**config.mk**
```make
export PLATFORM = sky130hd
export DESIGN_NAME = ctps_ctrl_flat
export DESIGN_NICKNAME = d
export VERILOG_FILES = /design/src/rtl/core/counter_priority_task_scheduler_top_assert.svh /design/src/rtl/core/ctps_pkg.sv /design/src/rtl/core/ctps_if.sv /design/src/rtl/core/ctps_ctrl.sv /design/src/flat_wrapper.sv
export SDC_FILE = /design/constraint.sdc
export NUM_CORES = 1
export LEC_CHECK = 0
export ABC_AREA = 0
export BUFFER_PORTS_ARGS = -buffer_cell sky130_fd_sc_hd__buf_4
export CAP_MARGIN = 20
export CORE_MARGIN = 10
export CORE_UTILIZATION = 51
export CTS_BUF_LIST = sky130_fd_sc_hd__clkbuf_16
export CTS_CLUSTER_SIZE = 16
export DETAILED_ROUTE_END_ITERATION = 8
export HOLD_SLACK_MARGIN = 0.06
export PLACE_DENSITY = 0.77
export SLEW_MARGIN = 20
export SYNTH_ARGS = -nofsm -noshare
export SYNTH_HDL_FRONTEND = slang
export SYNTH_SLANG_ARGS = --single-unit
```
**constraint.sdc**
```tcl
create_clock -name clk -period 7.4 [get_ports clk]
set_clock_uncertainty 0.1 [all_clocks]
set_input_delay 1.48 -clock clk [delete_from_list [all_inputs] [get_ports clk]]
set_output_delay 1.48 -clock clk [all_outputs]
set_load 0.03 [all_outputs]
```
**src/rtl/core/counter_priority_task_scheduler_top_assert.svh**
```systemverilog
// assertion macros for the task scheduler
`ifndef COUNTER_PRIORITY_TASK_SCHEDULER_TOP_ASSERT_SVH
`define COUNTER_PRIORITY_TASK_SCHEDULER_TOP_ASSERT_SVH

`ifndef NO_ASSERTIONS
`define CTPS_ASSERT_SAME(lbl, ante, cons) \
    lbl: assert property (@(posedge clk) disable iff (!rst_n) (ante) |-> (cons)) \
        else $error("ctps check failed");
`define CTPS_ASSERT_NEXT(lbl, ante, cons) \
    lbl: assert property (@(posedge clk) disable iff (!rst_n) (ante) |=> (cons)) \
        else $error("ctps check failed");
`else
`define CTPS_ASSERT_SAME(lbl, ante, cons)
`define CTPS_ASSERT_NEXT(lbl, ante, cons)
`endif

`endif

```
**src/rtl/core/ctps_pkg.sv**
```systemverilog
`default_nettype none
package ctps_pkg;

    localparam int TASK_SLOTS = 64;
    localparam int IDX_W      = $clog2(TASK_SLOTS);

    typedef enum logic [2:0] {
        CMD_WRITE = 3'd0,
        CMD_TICK  = 3'd1,
        CMD_SCHED = 3'd2,
        CMD_PAUSE = 3'd3,
        CMD_WAKE  = 3'd4
    } cmd_t;

    localparam logic [1:0]  RS_RUNNING = 2'd0;
    localparam logic [1:0]  RS_INTR    = 2'd1;
    localparam logic [31:0] ALARM_SIG  = 32'h1 << 13;
    localparam logic [7:0]  IDLE_SLICE = 8'd15;

    typedef struct packed {
        logic        present;
        logic [1:0]  run_state;
        logic [7:0]  counter;
        logic [6:0]  prio;
        logic [31:0] alarm;
        logic [31:0] sig;
    } entry_t;

    typedef struct packed {
        logic             re;
        logic [IDX_W-1:0] raddr;
        logic             we;
        logic [IDX_W-1:0] waddr;
        entry_t           wdata;
    } mem_req_t;

    function automatic entry_t reset_entry(logic [IDX_W-1:0] idx);
        entry_t e;
        e = '0;
        if (idx == '0)
        begin
            e.present = 1'b1;
            e.counter = IDLE_SLICE;
            e.prio    = 7'(IDLE_SLICE);
        end
        else
        begin
            e.prio = 7'd1;
        end
        return e;
    endfunction

endpackage
`default_nettype wire

```
**src/rtl/core/ctps_if.sv**
```systemverilog
`default_nettype none
interface ctps_req_if;
    logic        valid;
    logic        ready;
    logic [2:0]  command;
    logic [5:0]  slot;
    logic        present;
    logic [1:0]  run_state;
    logic [7:0]  counter_value;
    logic [6:0]  priority_value;
    logic [31:0] alarm_value;
    logic [31:0] signal_value;
    logic        in_user;
    logic [31:0] now_ticks;

    modport source (output valid, command, slot, present, run_state, counter_value,
                    priority_value, alarm_value, signal_value, in_user, now_ticks,
                    input ready);
    modport sink (input valid, command, slot, present, run_state, counter_value,
                  priority_value, alarm_value, signal_value, in_user, now_ticks,
                  output ready);
endinterface

interface ctps_rsp_if;
    logic       valid;
    logic       ready;
    logic [5:0] current_task;
    logic       switched;
    logic [7:0] current_counter;
    logic       error;

    modport source (output valid, current_task, switched, current_counter, error,
                    input ready);
    modport sink (input valid, current_task, switched, current_counter, error,
                  output ready);
endinterface
`default_nettype wire

```
**src/rtl/core/ctps_ctrl.sv**
```systemverilog
`default_nettype none
module ctps_ctrl (
    input  logic               clk,
    input  logic               rst_n,
    ctps_req_if.sink           req,
    ctps_rsp_if.source         rsp,
    output ctps_pkg::mem_req_t mem_req,
    input  ctps_pkg::entry_t   rdata
);
    import ctps_pkg::*;

    typedef enum logic [3:0] {
        ST_IDLE, ST_DISPATCH, ST_MOD, ST_ALM_RD, ST_ALM_WR, ST_PICK_RD, ST_PICK_EV,
        ST_AGE_RD, ST_AGE_WR, ST_RDCUR, ST_RDOUT, ST_OUT
    } state_t;

    localparam logic [IDX_W-1:0] LAST_IDX = IDX_W'(TASK_SLOTS - 1);
    localparam logic [IDX_W-1:0] FIRST_IDX = IDX_W'(1);

    state_t           state_reg;
    cmd_t             cmd_reg;
    logic [IDX_W-1:0] slot_reg;
    logic             present_reg;
    logic [1:0]       run_state_reg;
    logic [7:0]       counter_reg;
    logic [6:0]       prio_reg;
    logic [31:0]      alarm_reg;
    logic [31:0]      signal_reg;
    logic             in_user_reg;
    logic [31:0]      now_reg;
    logic [IDX_W-1:0] idx_reg;
    logic [IDX_W-1:0] cur_reg;
    logic [IDX_W-1:0] pick_reg;
    logic             found_reg;
    logic [7:0]       best_reg;
    logic             switched_reg;
    logic             err_reg;
    logic [7:0]       cur_cnt_reg;
    logic             out_valid_reg;
    logic [5:0]       out_task_reg;
    logic             out_switched_reg;
    logic [7:0]       out_counter_reg;
    logic             out_error_reg;

    entry_t     alarm_upd;
    entry_t     aged;
    logic [8:0] age_sum;
    logic       pick_hit;

    // alarm step for one slot
    always_comb
    begin
        alarm_upd = rdata;
        if (rdata.alarm != '0 && rdata.alarm < now_reg)
        begin
            alarm_upd.sig   = rdata.sig | ALARM_SIG;
            alarm_upd.alarm = '0;
        end
        if (alarm_upd.sig != '0 && rdata.run_state == RS_INTR)
            alarm_upd.run_state = RS_RUNNING;
    end

    // counter aging: counter/2 plus priority, saturated
    always_comb
    begin
        aged    = rdata;
        age_sum = {2'b00, rdata.counter[7:1]} + {2'b00, rdata.prio};
        aged.counter = age_sum[8] ? 8'hFF : age_sum[7:0];
    end

    assign pick_hit = rdata.present && rdata.run_state == RS_RUNNING &&
                      (!found_reg || rdata.counter > best_reg);

    always_comb
    begin
        mem_req = '0;
        unique case (state_reg)
            ST_DISPATCH:
            begin
                unique case (cmd_reg)
                    CMD_WRITE:
                    begin
                        mem_req.we              = 1'b1;
                        mem_req.waddr           = slot_reg;
                        mem_req.wdata.present   = present_reg;
                        mem_req.wdata.run_state = run_state_reg;
                        mem_req.wdata.counter   = counter_reg;
                        mem_req.wdata.prio      = (prio_reg == '0) ? 7'd1 : prio_reg;
                        mem_req.wdata.alarm     = alarm_reg;
                        mem_req.wdata.sig       = signal_reg;
                    end
                    CMD_TICK, CMD_PAUSE:
                    begin
                        mem_req.re    = 1'b1;
                        mem_req.raddr = cur_reg;
                    end
                    CMD_WAKE:
                    begin
                        mem_req.re    = 1'b1;
                        mem_req.raddr = slot_reg;
                    end
                    default: ;
                endcase
            end
            ST_MOD:
            begin
                mem_req.wdata = rdata;
                unique case (cmd_reg)
                    CMD_WAKE:
                    begin
                        mem_req.we                = rdata.present;
                        mem_req.waddr             = slot_reg;
                        mem_req.wdata.run_state   = RS_RUNNING;
                    end
                    CMD_TICK:
                    begin
                        mem_req.we            = 1'b1;
                        mem_req.waddr         = cur_reg;
                        mem_req.wdata.counter = (rdata.counter > 8'd1) ?
                                                rdata.counter - 8'd1 : 8'd0;
                    end
                    CMD_PAUSE:
                    begin
                        mem_req.we              = 1'b1;
                        mem_req.waddr           = cur_reg;
                        mem_req.wdata.run_state = RS_INTR;
                    end
                    default: ;
                endcase
            end
            ST_ALM_RD, ST_PICK_RD, ST_AGE_RD:
            begin
                mem_req.re    = 1'b1;
                mem_req.raddr = idx_reg;
            end
            ST_ALM_WR:
            begin
                mem_req.we    = rdata.present;
                mem_req.waddr = idx_reg;
                mem_req.wdata = alarm_upd;
            end
            ST_AGE_WR:
            begin
                mem_req.we    = rdata.present;
                mem_req.waddr = idx_reg;
                mem_req.wdata = aged;
            end
            ST_RDCUR:
            begin
                mem_req.re    = 1'b1;
                mem_req.raddr = cur_reg;
            end
            default: ;
        endcase
    end

    always_ff @(posedge clk or negedge rst_n)
    begin
        if (!rst_n)
        begin
            state_reg     <= ST_IDLE;
            cur_reg       <= '0;
            out_valid_reg <= 1'b0;
            cmd_reg       <= CMD_SCHED;
            idx_reg       <= '0;
            found_reg     <= 1'b0;
            switched_reg  <= 1'b0;
            err_reg       <= 1'b0;
        end
        else
        begin
            if (rsp.ready && state_reg != ST_OUT)
                out_valid_reg <= 1'b0;
            unique case (state_reg)
                ST_IDLE:
                begin
                    if (req.valid)
                    begin
                        cmd_reg        <= cmd_t'(req.command);
                        slot_reg       <= IDX_W'(req.slot);
                        present_reg    <= req.present;
                        run_state_reg  <= req.run_state;
                        counter_reg    <= req.counter_value;
                        prio_reg       <= req.priority_value;
                        alarm_reg      <= req.alarm_value;
                        signal_reg     <= req.signal_value;
                        in_user_reg    <= req.in_user;
                        now_reg        <= req.now_ticks;
                        switched_reg   <= 1'b0;
                        err_reg        <= 1'b0;
                        state_reg      <= ST_DISPATCH;
                    end
                end
                ST_DISPATCH:
                begin
                    idx_reg <= LAST_IDX;
                    unique case (cmd_reg)
                        CMD_TICK, CMD_PAUSE, CMD_WAKE: state_reg <= ST_MOD;
                        CMD_SCHED:
                        begin
                            switched_reg <= 1'b1;
                            state_reg    <= ST_ALM_RD;
                        end
                        default: state_reg <= ST_RDCUR;
                    endcase
                end
                ST_MOD:
                begin
                    state_reg <= ST_RDCUR;
                    unique case (cmd_reg)
                        CMD_WAKE: err_reg <= !rdata.present;
                        CMD_TICK:
                        begin
                            if (rdata.counter <= 8'd1 && in_user_reg)
                            begin
                                switched_reg <= 1'b1;
                                state_reg    <= ST_ALM_RD;
                            end
                        end
                        CMD_PAUSE:
                        begin
                            switched_reg <= 1'b1;
                            state_reg    <= ST_ALM_RD;
                        end
                        default: ;
                    endcase
                end
                ST_ALM_RD: state_reg <= ST_ALM_WR;
                ST_ALM_WR:
                begin
                    if (idx_reg == FIRST_IDX)
                    begin
                        idx_reg   <= LAST_IDX;
                        found_reg <= 1'b0;
                        pick_reg  <= '0;
                        state_reg <= ST_PICK_RD;
                    end
                    else
                    begin
                        idx_reg   <= idx_reg - 1'b1;
                        state_reg <= ST_ALM_RD;
                    end
                end
                ST_PICK_RD: state_reg <= ST_PICK_EV;
                ST_PICK_EV:
                begin
                    if (idx_reg == FIRST_IDX)
                    begin
                        idx_reg <= LAST_IDX;
                        if (pick_hit ? (rdata.counter == '0)
                                     : (found_reg && best_reg == '0))
                            state_reg <= ST_AGE_RD;
                        else
                        begin
                            cur_reg   <= pick_hit ? idx_reg : pick_reg;
                            state_reg <= ST_RDCUR;
                        end
                    end
                    else
                    begin
                        if (pick_hit)
                        begin
                            found_reg <= 1'b1;
                            best_reg  <= rdata.counter;
                            pick_reg  <= idx_reg;
                        end
                        idx_reg   <= idx_reg - 1'b1;
                        state_reg <= ST_PICK_RD;
                    end
                end
                ST_AGE_RD: state_reg <= ST_AGE_WR;
                ST_AGE_WR:
                begin
                    if (idx_reg == FIRST_IDX)
                    begin
                        idx_reg   <= LAST_IDX;
                        found_reg <= 1'b0;
                        pick_reg  <= '0;
                        state_reg <= ST_PICK_RD;
                    end
                    else
                    begin
                        idx_reg   <= idx_reg - 1'b1;
                        state_reg <= ST_AGE_RD;
                    end
                end
                ST_RDCUR: state_reg <= ST_RDOUT;
                ST_RDOUT:
                begin
                    cur_cnt_reg <= rdata.counter;
                    state_reg   <= ST_OUT;
                end
                ST_OUT:
                begin
                    if (!out_valid_reg || rsp.ready)
                    begin
                        out_valid_reg    <= 1'b1;
                        out_task_reg     <= 6'(cur_reg);
                        out_switched_reg <= switched_reg;
                        out_counter_reg  <= cur_cnt_reg;
                        out_error_reg    <= err_reg;
                        state_reg        <= ST_IDLE;
                    end
                end
                default: state_reg <= ST_IDLE;
            endcase
        end
    end

    assign req.ready           = (state_reg == ST_IDLE);
    assign rsp.valid           = out_valid_reg;
    assign rsp.current_task    = out_task_reg;
    assign rsp.switched        = out_switched_reg;
    assign rsp.current_counter = out_counter_reg;
    assign rsp.error           = out_error_reg;

endmodule
`default_nettype wire

```
**src/flat_wrapper.sv**
```systemverilog
// flat-port wrapper written by rule: the top's interface ports become plain ports
module ctps_ctrl_flat import ctps_pkg::*;
  (clk, rst_n, mem_req, rdata, req_valid, req_command, req_slot, req_present, req_run_state, req_counter_value, req_priority_value, req_alarm_value, req_signal_value, req_in_user, req_now_ticks, req_ready, rsp_valid, rsp_current_task, rsp_switched, rsp_current_counter, rsp_error, rsp_ready);
  ctps_req_if req_i ();
  ctps_rsp_if rsp_i ();
  input  logic clk;
  input  logic rst_n;
  output ctps_pkg::mem_req_t mem_req;
  input  ctps_pkg::entry_t rdata;
  input wire logic [$bits(req_i.valid)-1:0] req_valid;
  input wire logic [$bits(req_i.command)-1:0] req_command;
  input wire logic [$bits(req_i.slot)-1:0] req_slot;
  input wire logic [$bits(req_i.present)-1:0] req_present;
  input wire logic [$bits(req_i.run_state)-1:0] req_run_state;
  input wire logic [$bits(req_i.counter_value)-1:0] req_counter_value;
  input wire logic [$bits(req_i.priority_value)-1:0] req_priority_value;
  input wire logic [$bits(req_i.alarm_value)-1:0] req_alarm_value;
  input wire logic [$bits(req_i.signal_value)-1:0] req_signal_value;
  input wire logic [$bits(req_i.in_user)-1:0] req_in_user;
  input wire logic [$bits(req_i.now_ticks)-1:0] req_now_ticks;
  output wire logic [$bits(req_i.ready)-1:0] req_ready;
  output wire logic [$bits(rsp_i.valid)-1:0] rsp_valid;
  output wire logic [$bits(rsp_i.current_task)-1:0] rsp_current_task;
  output wire logic [$bits(rsp_i.switched)-1:0] rsp_switched;
  output wire logic [$bits(rsp_i.current_counter)-1:0] rsp_current_counter;
  output wire logic [$bits(rsp_i.error)-1:0] rsp_error;
  input wire logic [$bits(rsp_i.ready)-1:0] rsp_ready;
  assign req_i.valid = req_valid;
  assign req_i.command = req_command;
  assign req_i.slot = req_slot;
  assign req_i.present = req_present;
  assign req_i.run_state = req_run_state;
  assign req_i.counter_value = req_counter_value;
  assign req_i.priority_value = req_priority_value;
  assign req_i.alarm_value = req_alarm_value;
  assign req_i.signal_value = req_signal_value;
  assign req_i.in_user = req_in_user;
  assign req_i.now_ticks = req_now_ticks;
  assign req_ready = req_i.ready;
  assign rsp_valid = rsp_i.valid;
  assign rsp_current_task = rsp_i.current_task;
  assign rsp_switched = rsp_i.switched;
  assign rsp_current_counter = rsp_i.current_counter;
  assign rsp_error = rsp_i.error;
  assign rsp_i.ready = rsp_ready;
  ctps_ctrl u_core (.clk(clk), .rst_n(rst_n), .req(req_i), .rsp(rsp_i), .mem_req(mem_req), .rdata(rdata));
endmodule
```
; Word level (Yosys, flattened, before mapping)
; Cells that the tools add are included.
[totals]
reg_bits = 182
in_bits = 210
output_inout_bits = 114
elab_cells = 143
[classes]
n_addsub = 3
order_cmp = 4
eq_ne = 27
mux = 43
bitwise_logic = 2
n_reduce_logical = 40
[op_table]
columns = cell, count
row1 = one-hot mux 89 bit (4 select lines), 1
row2 = 2-to-1 mux 89 bit, 1
row3 = 2-to-1 mux 64 bit, 1
row4 = nonzero test 32 bit, 2
row5 = one-hot mux 4 bit (12 select lines), 1
row6 = less-than comparator 32 bit, 1
row7 = one-hot mux 7 bit (2 select lines), 2
row8 = 2-to-1 mux 6 bit, 4
row9 = 2-to-1 mux 8 bit, 3
row10 = one-hot mux 6 bit (2 select lines), 2
row11 = one-hot mux 7 bit (3 select lines), 1
row12 = 2-to-1 mux 4 bit, 5
row13 = equality test 4 x 3 -> 1 bit (second input constant), 4
row14 = equality test 4 bit (second input constant), 4
row15 = zero test 8 bit, 2
row16 = one-hot mux 4 bit (2 select lines), 2
row17 = AND reduction 3 bit, 4
row18 = AND reduction 4 bit, 3
row19 = 2-to-1 mux 1 bit, 11
row20 = OR reduction 3 bit, 3
row21 = adder 7 x 7 -> 8 bit, 1
row22 = equality test 4 x 2 -> 1 bit (second input constant), 2
row23 = > comparator 8 x 1 -> 1 bit (second input constant), 1
row24 = > comparator 8 bit, 1
row25 = 33 further kinds, 57

; Longest topological paths before layout
; Gate-level depths: netlist (run 1).
[logic_depth]
word_depth = 7
depth_mapped = 9

; Worst setup path before layout (run 1)
; Ideal clock, no wire load.
[synth_path]
kind = flip-flop to flip-flop
startpoint = register u_core.state_reg[3]
endpoint = register u_core.alarm_reg[0], enable pin
setup_time_ns = 0.603
t_arrival_ns = 7.200
t_required_ns = 6.697
slack_ns = -0.503
path_stages_with_launch = 6
synth_period_minus_slack_ns = 7.903
cell_sequence = dfrtp_1 clkbuf_1 clkbuf_1 nor4_1 nand2_1 nor2_1
[synth_via]
elab_chain_len = 2
[synth_lines]
columns = element, line
row1 = start: declaration, ctps_ctrl.sv:20  ; state_t state_reg;
row2 = start signal: assignment, ctps_ctrl.sv:161  ; state_reg <= ST_IDLE;
row3 = start signal: assignment, ctps_ctrl.sv:191  ; state_reg <= ST_DISPATCH;
row4 = start signal: assignment, ctps_ctrl.sv:198  ; CMD_TICK, CMD_PAUSE, CMD_WAKE: state_reg <= ST_MOD;
row5 = zero test 4 bit, -
row6 = via req_ready, flat_wrapper.sv:21  ; output wire logic [$bits(req_i.ready)-1:0] req_ready;
row7 = AND reduction 3 bit (no source line), -
row8 = end signal: assignment, ctps_ctrl.sv:185  ; alarm_reg <= req.alarm_value;
row9 = end: declaration, ctps_ctrl.sv:27  ; logic [31:0] alarm_reg;
; The timed path passes the listed nets, and every way through them passes these cells.
; A chain may end at the register's enable or synchronous reset.

==> flow_results.xml, run 1 <==
<?xml version="1.0" encoding="UTF-8"?>
<metrics>
  <group name="status">
    <metric name="status" unit="">finished clean</metric>
  </group>
  <group name="worst_setup_path">
    <metric name="required" unit="ns">5.82</metric>
    <metric name="worstPathMaxFanout" unit="">26</metric>
    <metric name="startpoint_type" unit="">primary input</metric>
    <metric name="worst-r2r-cell-count" unit="">5</metric>
    <metric name="crit_path_start" unit="">rdata[43]</metric>
    <metric name="worst-setup-path-type" unit="">primary input to output pin</metric>
    <metric name="endpoint_kind" unit="">output pin</metric>
    <metric name="crit_arrival" unit="ns">3.94</metric>
    <metric name="worstReg2RegStart" unit="">u_core.state_reg[3]$_DFFE_PN0P_</metric>
  </group>
  <group name="floorplanning">
    <metric name="design.portCount" unit="">324</metric>
    <metric name="die_area" unit="um2">24100</metric>
    <metric name="x_dimension_of_the_die" unit="um">155</metric>
    <metric name="fp-row-count" unit="">49</metric>
    <metric name="start_util" unit="">0.520</metric>
    <metric name="coreArea" unit="um2">18000</metric>
    <metric name="die_h" unit="um">155</metric>
  </group>
  <group name="detailed_routing">
    <metric name="detail_route.iter0.violations" unit="">642</metric>
    <metric name="route.final.wire_length" unit="um">31200</metric>
    <metric name="drc" unit="">0</metric>
    <metric name="dr.pass1.iters" unit="">6</metric>
    <metric name="antenna_violating_nets_post_route" unit="">0</metric>
    <metric name="wirelength_per_cell" unit="um">22.9</metric>
    <metric name="detail_route.vias_per_cell" unit="">5.90</metric>
    <metric name="detailroute.via_count" unit="">8032</metric>
  </group>
  <group name="place">
    <metric name="port-buffer-count" unit="">323</metric>
    <metric name="final_hpwl_from_detailed_placement" unit="um">23900</metric>
    <metric name="placedInstanceArea" unit="um2">12000</metric>
    <metric name="gp_congestion" unit="">0.900</metric>
  </group>
  <group name="yosys">
    <metric name="postSynth.topFlopCell" unit="">edfxtp_1</metric>
    <metric name="ys_seq_area_frac" unit="">0.573</metric>
    <metric name="synth_warnings" unit="">0</metric>
    <metric name="synth.lib_cells_used.distinct" unit="">63</metric>
    <metric name="netlist_instances" unit="">808</metric>
    <metric name="synth-seq-cells" unit="">182</metric>
    <metric name="count_of_flip_flops_with_a_built_in_enable_after_synthesis" unit="">159</metric>
    <metric name="avgSynthCellArea" unit="um2">11.6</metric>
    <metric name="netlist_area" unit="um2">9340</metric>
    <metric name="async_flop_share" unit="">0.126</metric>
    <metric name="syn-num-nets" unit="">1070</metric>
  </group>
  <group name="cells_and_area">
    <metric name="antenna_cells" unit="">0</metric>
    <metric name="flow.area_growth_from_synthesis" unit="%">34.2</metric>
    <metric name="non_filler_cell_area_final" unit="um2">12500</metric>
    <metric name="net_count_final" unit="">1381</metric>
    <metric name="layout-drive-gt1-share" unit="">0.334</metric>
    <metric name="commonest_cells_after_routing_fill_and_taps_aside" unit="">buf_4, edfxtp_1, o21ai_0, nand2_1, inv_1</metric>
    <metric name="mostFrequentLayoutCell" unit="">buf_4</metric>
  </group>
  <group name="clock_network">
    <metric name="clk_transition_reported_paths" unit="ns">0.07</metric>
    <metric name="cts.repair_timing.setup_buffer_count" unit="">0</metric>
    <metric name="clk_sink_count" unit="">182</metric>
    <metric name="total_of_hold_buffers_inserted_after_clock_tree_synthesis" unit="">0</metric>
    <metric name="clk_path_buf_depth" unit="">2</metric>
    <metric name="clk-insertion-delay-late" unit="ns">0.43</metric>
    <metric name="tritoncts" unit="">yes</metric>
    <metric name="cts-resized-gates" unit="">0</metric>
    <metric name="cts_made_buffers" unit="">17</metric>
    <metric name="cts_root_buffer" unit="">clkbuf_16</metric>
    <metric name="cts_htree_levels" unit="">4</metric>
  </group>
  <group name="power">
    <metric name="power_per_cell_area" unit="nW/um2">337</metric>
    <metric name="vdd.ir_drop.worst" unit="V">0.000346</metric>
    <metric name="total_leakage_power" unit="uW">0.00527</metric>
  </group>
  <group name="sta">
    <metric name="hold_viol" unit="">0</metric>
    <metric name="hold-worst-slack" unit="ns">0.325</metric>
    <metric name="slew_viol_final" unit="">0</metric>
    <metric name="slew-limit-headroom" unit="">0.337</metric>
    <metric name="setup-tns-final" unit="ns">0</metric>
    <metric name="grt_setup_unrepaired" unit="">false</metric>
    <metric name="post-route-period-util" unit="">0.746</metric>
    <metric name="setup_viol_count_final" unit="">0</metric>
    <metric name="tightest_slew" unit="ns">0.988</metric>
    <metric name="max_clock_freq" unit="MHz">181</metric>
    <metric name="layout_min_cycle_time" unit="ns">5.52</metric>
  </group>
  <group name="global_routing">
    <metric name="grt_overflow" unit="">0</metric>
    <metric name="grt_pass1_vias" unit="">8125</metric>
    <metric name="groute.usage.overall" unit="">0.251</metric>
    <metric name="wire_length_of_the_first_global_routing_pass" unit="um">47200</metric>
    <metric name="grt_start_max_net_pins" unit="">82</metric>
    <metric name="grt_antenna_before_repair" unit="">0</metric>
  </group>
  <group name="job">
    <metric name="number_of_max_cap_violations" unit="">0</metric>
  </group>
  <group name="min_path">
    <metric name="worstHoldPathType" unit="">flop to flop</metric>
    <metric name="min-delay-start" unit="">u_core.cur_cnt_reg[1]$_DFFE_PP_</metric>
    <metric name="worst_hold_path.num_cells" unit="">0</metric>
  </group>
</metrics>
-- path summary, 6_finish.rpt --
kind | endpoint | slack, ns
setup reg to reg | u_core.pick_reg[2]$_SDFFCE_PN0P_ | 4.43
setup / recovery | mem_req[55] | 1.88
hold / removal | u_core.rsp.current_counter[1]$_DFFE_PP_ | 0.32
hold reg to reg | u_core.rsp.current_counter[1]$_DFFE_PP_ | 0.32
max in group asynchronous | u_core.cmd_reg[1]$_DFFE_PN1P_ | 6.06
min in group asynchronous | u_core.switched_reg$_DFFE_PN0P_ | 0.84
-- synth_stat cells (all sizes together), types with 3 or more instances --
| cell | instances | area (um2) |
|---|---|---|
| nor4 | 20 | 140 |
| a221o | 3 | 30.0 |
| a21o | 5 | 37.5 |
| or3 | 3 | 18.8 |
| ha | 51 | 638 |
| nor3 | 19 | 100 |
| a221oi | 5 | 43.8 |
| edfxtp | 159 | 4770 |
| mux2i | 12 | 120 |
| nor2b | 9 | 56.3 |
| inv | 61 | 229 |
| nor2 | 35 | 131 |
| mux2 | 3 | 33.8 |
| nand3 | 12 | 60.1 |
| o21a | 4 | 30.0 |
| a222oi | 4 | 40.0 |
| a22o | 40 | 350 |
| xnor2 | 6 | 52.6 |
| nand2 | 67 | 251 |
| xor2 | 3 | 26.3 |
| and3 | 3 | 18.8 |
| o31ai | 5 | 37.5 |
| a21oi | 29 | 145 |
| nand2b | 8 | 50.1 |
| nor3b | 3 | 27.5 |
| dfrtp | 22 | 551 |
| a22oi | 51 | 383 |
| nand4 | 8 | 50.1 |
| clkbuf | 27 | 101 |
| buf | 13 | 71.3 |
| and2 | 3 | 18.8 |
| o21ai | 78 | 390 |
| a211oi | 4 | 35.0 |
-- report_power, final --
group	switching [uW]	internal, uW	leakage [uW]	total, uW
logic	1280	717	0.00331	2000
registers	118	1240	0.00168	1360
clock network	405	465	0.000277	870
total	1810	2420	0.00527	4230
-- logic make-up (layout without fill, tap and decap cells) --
group           after synthesis  in the layout  synth area share
mux                          15             15            0.0165
simple gates                198            198             0.106
compound gates              251            251             0.183
buf+inv                     101            425            0.0430
fa+ha+maj                    52             52            0.0704
xor+xnor                      9              9           0.00844
flops                       182            182             0.573
-- metrics by stage --
| step | total power [uW] | worst slack (ns) | utilization | std cells |
|---|---|---|---|---|
| final | 4230 | 1.88 | 0.698 | 1361 |
| after detailed placement | 3380 | 1.87 | 0.667 | 1329 |
| after floorplan | 2590 | 1.55 | - | 808 |
| after global placement | 3350 | 1.96 | 0.667 | 1329 |
| after CTS | 4240 | 1.87 | 0.698 | 1361 |
| after global routing | 4430 | 1.69 | 0.698 | 1361 |
-- layer usage --
metal,part of all wire,vias up,GRT usage
li1,-,3722,-
met1,0.38,3867,0.294
met2,0.51,395,0.432
met3,0.086,48,0.0742
met4,0.026,0,0.0820
met5,0,-,0
-- critical path, cell delays in order --
cell and delay [ns]:
buf_4 0.13, ha_1 0.29, and3_1 0.20, a221o_1 0.35, a21oi_1 0.14, o21ai_0 0.16
a211oi_4 0.50, buf_4 0.34, o21ai_0 0.14, buf_4 0.18
-- cell type report --
class	instances	area (um2)
clock inverters	15	126
well taps	229	287
flip-flops and latches	182	5350
fillers	1361	5420
clock buffers	17	425
repair buffers	332	2500
inverters	61	229
multi-input cells	525	3620
Note: power is estimated with default switching activity, not from simulation.
==> inputs of run 2 (changes only) <==
==> constraint.sdc (replaced) <==
create_clock -name clk -period 5.2 [get_ports clk]
set_clock_uncertainty 0.1 [all_clocks]
set_input_delay 1.04 -clock clk [delete_from_list [all_inputs] [get_ports clk]]
set_output_delay 1.04 -clock clk [all_outputs]
set_load 0.03 [all_outputs]
==> flow_results.xml, run 2 (synthesized netlist as in run 1, its figures left out) <==
<?xml version="1.0" encoding="UTF-8"?>
<metrics>
  <group name="status">
    <metric name="status" unit="">finished clean</metric>
  </group>
  <group name="global_routing">
    <metric name="grt_antenna_before_repair" unit="">2</metric>
    <metric name="grt_pass1_vias" unit="">8176</metric>
    <metric name="groute.usage.overall" unit="">0.246</metric>
    <metric name="grt_overflow" unit="">0</metric>
    <metric name="wire_length_of_the_first_global_routing_pass" unit="um">46400</metric>
    <metric name="grt_start_max_net_pins" unit="">60</metric>
  </group>
  <group name="detailed_routing">
    <metric name="detail_route.vias_per_cell" unit="">5.83</metric>
    <metric name="antenna_violating_nets_post_route" unit="">0</metric>
    <metric name="drc" unit="">0</metric>
    <metric name="wirelength_per_cell" unit="um">22.3</metric>
    <metric name="detail_route.iter0.violations" unit="">663</metric>
    <metric name="detailroute.via_count" unit="">7964</metric>
    <metric name="dr.pass1.iters" unit="">6</metric>
    <metric name="route.final.wire_length" unit="um">30400</metric>
  </group>
  <group name="worst_setup_path">
    <metric name="slowest_delay" unit="ns">0.66</metric>
    <metric name="startpoint_type" unit="">flop</metric>
    <metric name="cp_cell_sequence" unit="">nand2b_1 &gt; or3_1 &gt; nor4_4 &gt; buf_4 &gt; a222oi_1 &gt; o31ai_1 &gt; buf_4</metric>
    <metric name="worstReg2RegStart" unit="">u_core.state_reg[1]$_DFFE_PN0P_</metric>
    <metric name="required" unit="ns">4.06</metric>
    <metric name="timing.critical_path.mode_cell" unit="">buf_4</metric>
    <metric name="worst-setup-path-type" unit="">flop to output pin</metric>
    <metric name="ff2ff_setup_slack" unit="ns">2.10</metric>
    <metric name="critical_path.slowest_cell" unit="">nor4_4</metric>
    <metric name="crit_arrival" unit="ns">3.41</metric>
    <metric name="rr_endpoint" unit="">u_core.signal_reg[30]$_DFFE_PP_</metric>
    <metric name="worst-r2r-cell-count" unit="">4</metric>
    <metric name="endpoint_kind" unit="">output pin</metric>
    <metric name="worstPathMaxFanout" unit="">23</metric>
  </group>
  <group name="min_path">
    <metric name="worst_hold_path.num_cells" unit="">0</metric>
    <metric name="timing.hold.worst_endpoint" unit="">u_core.rsp.current_counter[6]$_DFFE_PP_</metric>
    <metric name="min-delay-start" unit="">u_core.cur_cnt_reg[6]$_DFFE_PP_</metric>
    <metric name="worstHoldPathType" unit="">flop to flop</metric>
  </group>
  <group name="cells_and_area">
    <metric name="layout-drive-gt1-share" unit="">0.332</metric>
    <metric name="mostFrequentLayoutCell" unit="">buf_4</metric>
    <metric name="post_layout_cell_count" unit="">1365</metric>
    <metric name="commonest_cells_after_routing_fill_and_taps_aside" unit="">buf_4, edfxtp_1, o21ai_0, nand2_1, inv_1</metric>
    <metric name="flow.area_growth_from_synthesis" unit="%">34.8</metric>
    <metric name="net_count_final" unit="">1383</metric>
  </group>
  <group name="sta">
    <metric name="layout_min_cycle_time" unit="ns">4.55</metric>
    <metric name="max_clock_freq" unit="MHz">220</metric>
    <metric name="slew_viol_final" unit="">0</metric>
    <metric name="slew-limit-headroom" unit="">0.366</metric>
    <metric name="tightest_slew" unit="ns">0.946</metric>
    <metric name="hold_viol" unit="">0</metric>
    <metric name="timing.final.ws_setup" unit="ns">0.648</metric>
    <metric name="grt_setup_unrepaired" unit="">false</metric>
    <metric name="setup_viol_count_final" unit="">0</metric>
    <metric name="setup-tns-final" unit="ns">0</metric>
    <metric name="post-route-period-util" unit="">0.875</metric>
    <metric name="hold-worst-slack" unit="ns">0.321</metric>
  </group>
  <group name="job">
    <metric name="number_of_max_cap_violations" unit="">0</metric>
  </group>
  <group name="clock_network">
    <metric name="clk_path_buf_depth" unit="">2</metric>
    <metric name="clk_sink_count" unit="">182</metric>
    <metric name="cts-resized-gates" unit="">0</metric>
    <metric name="tritoncts" unit="">yes</metric>
    <metric name="cts.repair_timing.setup_buffer_count" unit="">0</metric>
    <metric name="cts_htree_levels" unit="">4</metric>
    <metric name="cts_root_buffer" unit="">clkbuf_16</metric>
    <metric name="cts_made_buffers" unit="">17</metric>
    <metric name="total_of_hold_buffers_inserted_after_clock_tree_synthesis" unit="">0</metric>
    <metric name="clk-insertion-delay-late" unit="ns">0.43</metric>
    <metric name="clk_transition_reported_paths" unit="ns">0.07</metric>
  </group>
  <group name="power">
    <metric name="power_per_cell_area" unit="nW/um2">480</metric>
    <metric name="total_leakage_power" unit="uW">0.00529</metric>
    <metric name="vdd.ir_drop.worst" unit="V">0.000344</metric>
    <metric name="report.power.total" unit="uW">6040</metric>
  </group>
  <group name="floorplanning">
    <metric name="die_h" unit="um">155</metric>
    <metric name="die_area" unit="um2">24100</metric>
    <metric name="x_dimension_of_the_die" unit="um">155</metric>
    <metric name="design.portCount" unit="">324</metric>
    <metric name="start_util" unit="">0.520</metric>
    <metric name="coreArea" unit="um2">18000</metric>
    <metric name="fp-row-count" unit="">49</metric>
  </group>
  <group name="place">
    <metric name="dp_worst_setup_slack" unit="ns">0.731</metric>
    <metric name="gp_congestion" unit="">0.896</metric>
    <metric name="port-buffer-count" unit="">323</metric>
    <metric name="place_inst" unit="">1331</metric>
    <metric name="final_hpwl_from_detailed_placement" unit="um">23700</metric>
  </group>
</metrics>
run 2: changes by cell type in the layout (fill, tap and decap cells not counted):
cell / previous run / this run
diode_2: 0 / 2
clkinv_2: 4 / 1
clkinv_1: 1 / 3
buf_12: 0 / 2
bufinv_16: 1 / 2
nor3_1: 16 / 17
buf_6: 1 / 0
nor3_2: 3 / 2
buf_4: 331 / 332
run 2: worst max-delay path by stage:
stage / cells past startpoint / end / startpoint
final: 7 / mem_req[75] / u_core.state_reg[1]$_DFFE_PN0P_
after global routing: 7 / mem_req[48] / u_core.state_reg[1]$_DFFE_PN0P_
after CTS: 7 / mem_req[77] / u_core.state_reg[1]$_DFFE_PN0P_
after detailed placement: 10 / mem_req[33] / rdata[43]
after global placement: 10 / mem_req[38] / rdata[43]
after floorplan: 5 / u_core.alarm_reg[0]$_DFFE_PP_ / u_core.state_reg[3]$_DFFE_PN0P_
run 2: cell type report:
type / count / area (um2)
timing repair buffer: 334 / 2530
antenna: 2 / 5.00
clock inverter: 15 / 149
tap: 229 / 287
clock buffer: 17 / 425
multi-input combinational: 525 / 3620
fill: 1323 / 5370
inverter: 61 / 229
sequential: 182 / 5350
run 2: metrics by stage:
stage | utilization | area [um2]
2_1_floorplan | - | 9350
3_3_place_gp | 0.669 | 12000
3_5_place_dp | 0.669 | 12000
4_1_cts | 0.701 | 12600
5_1_grt | 0.701 | 12600
6_report | 0.701 | 12600
run 2: critical path, delay by kind of cell, from the launching register on:
family                 cells  cell delay [ns]
buffers and inverters      2             0.63
AND/OR/NAND/NOR            3             1.46
flip-flops                 1             0.58
AO/OA/AOI/OAI              2             0.31
run 2: power by group:
| group | switching (uW) | total, uW | internal [uW] |
|---|---|---|---|
| Clock | 564 | 1270 | 710 |
| Combinational | 1800 | 2830 | 1030 |
| Sequential | 169 | 1940 | 1770 |
run 2: per-layer routing:
metal	vias up	track usage	part of all wire
met5	-	0	0
li1	3729	-	-
met2	384	0.417	0.52
met4	0	0.0860	0.027
met1	3804	0.287	0.37
met3	47	0.0783	0.086
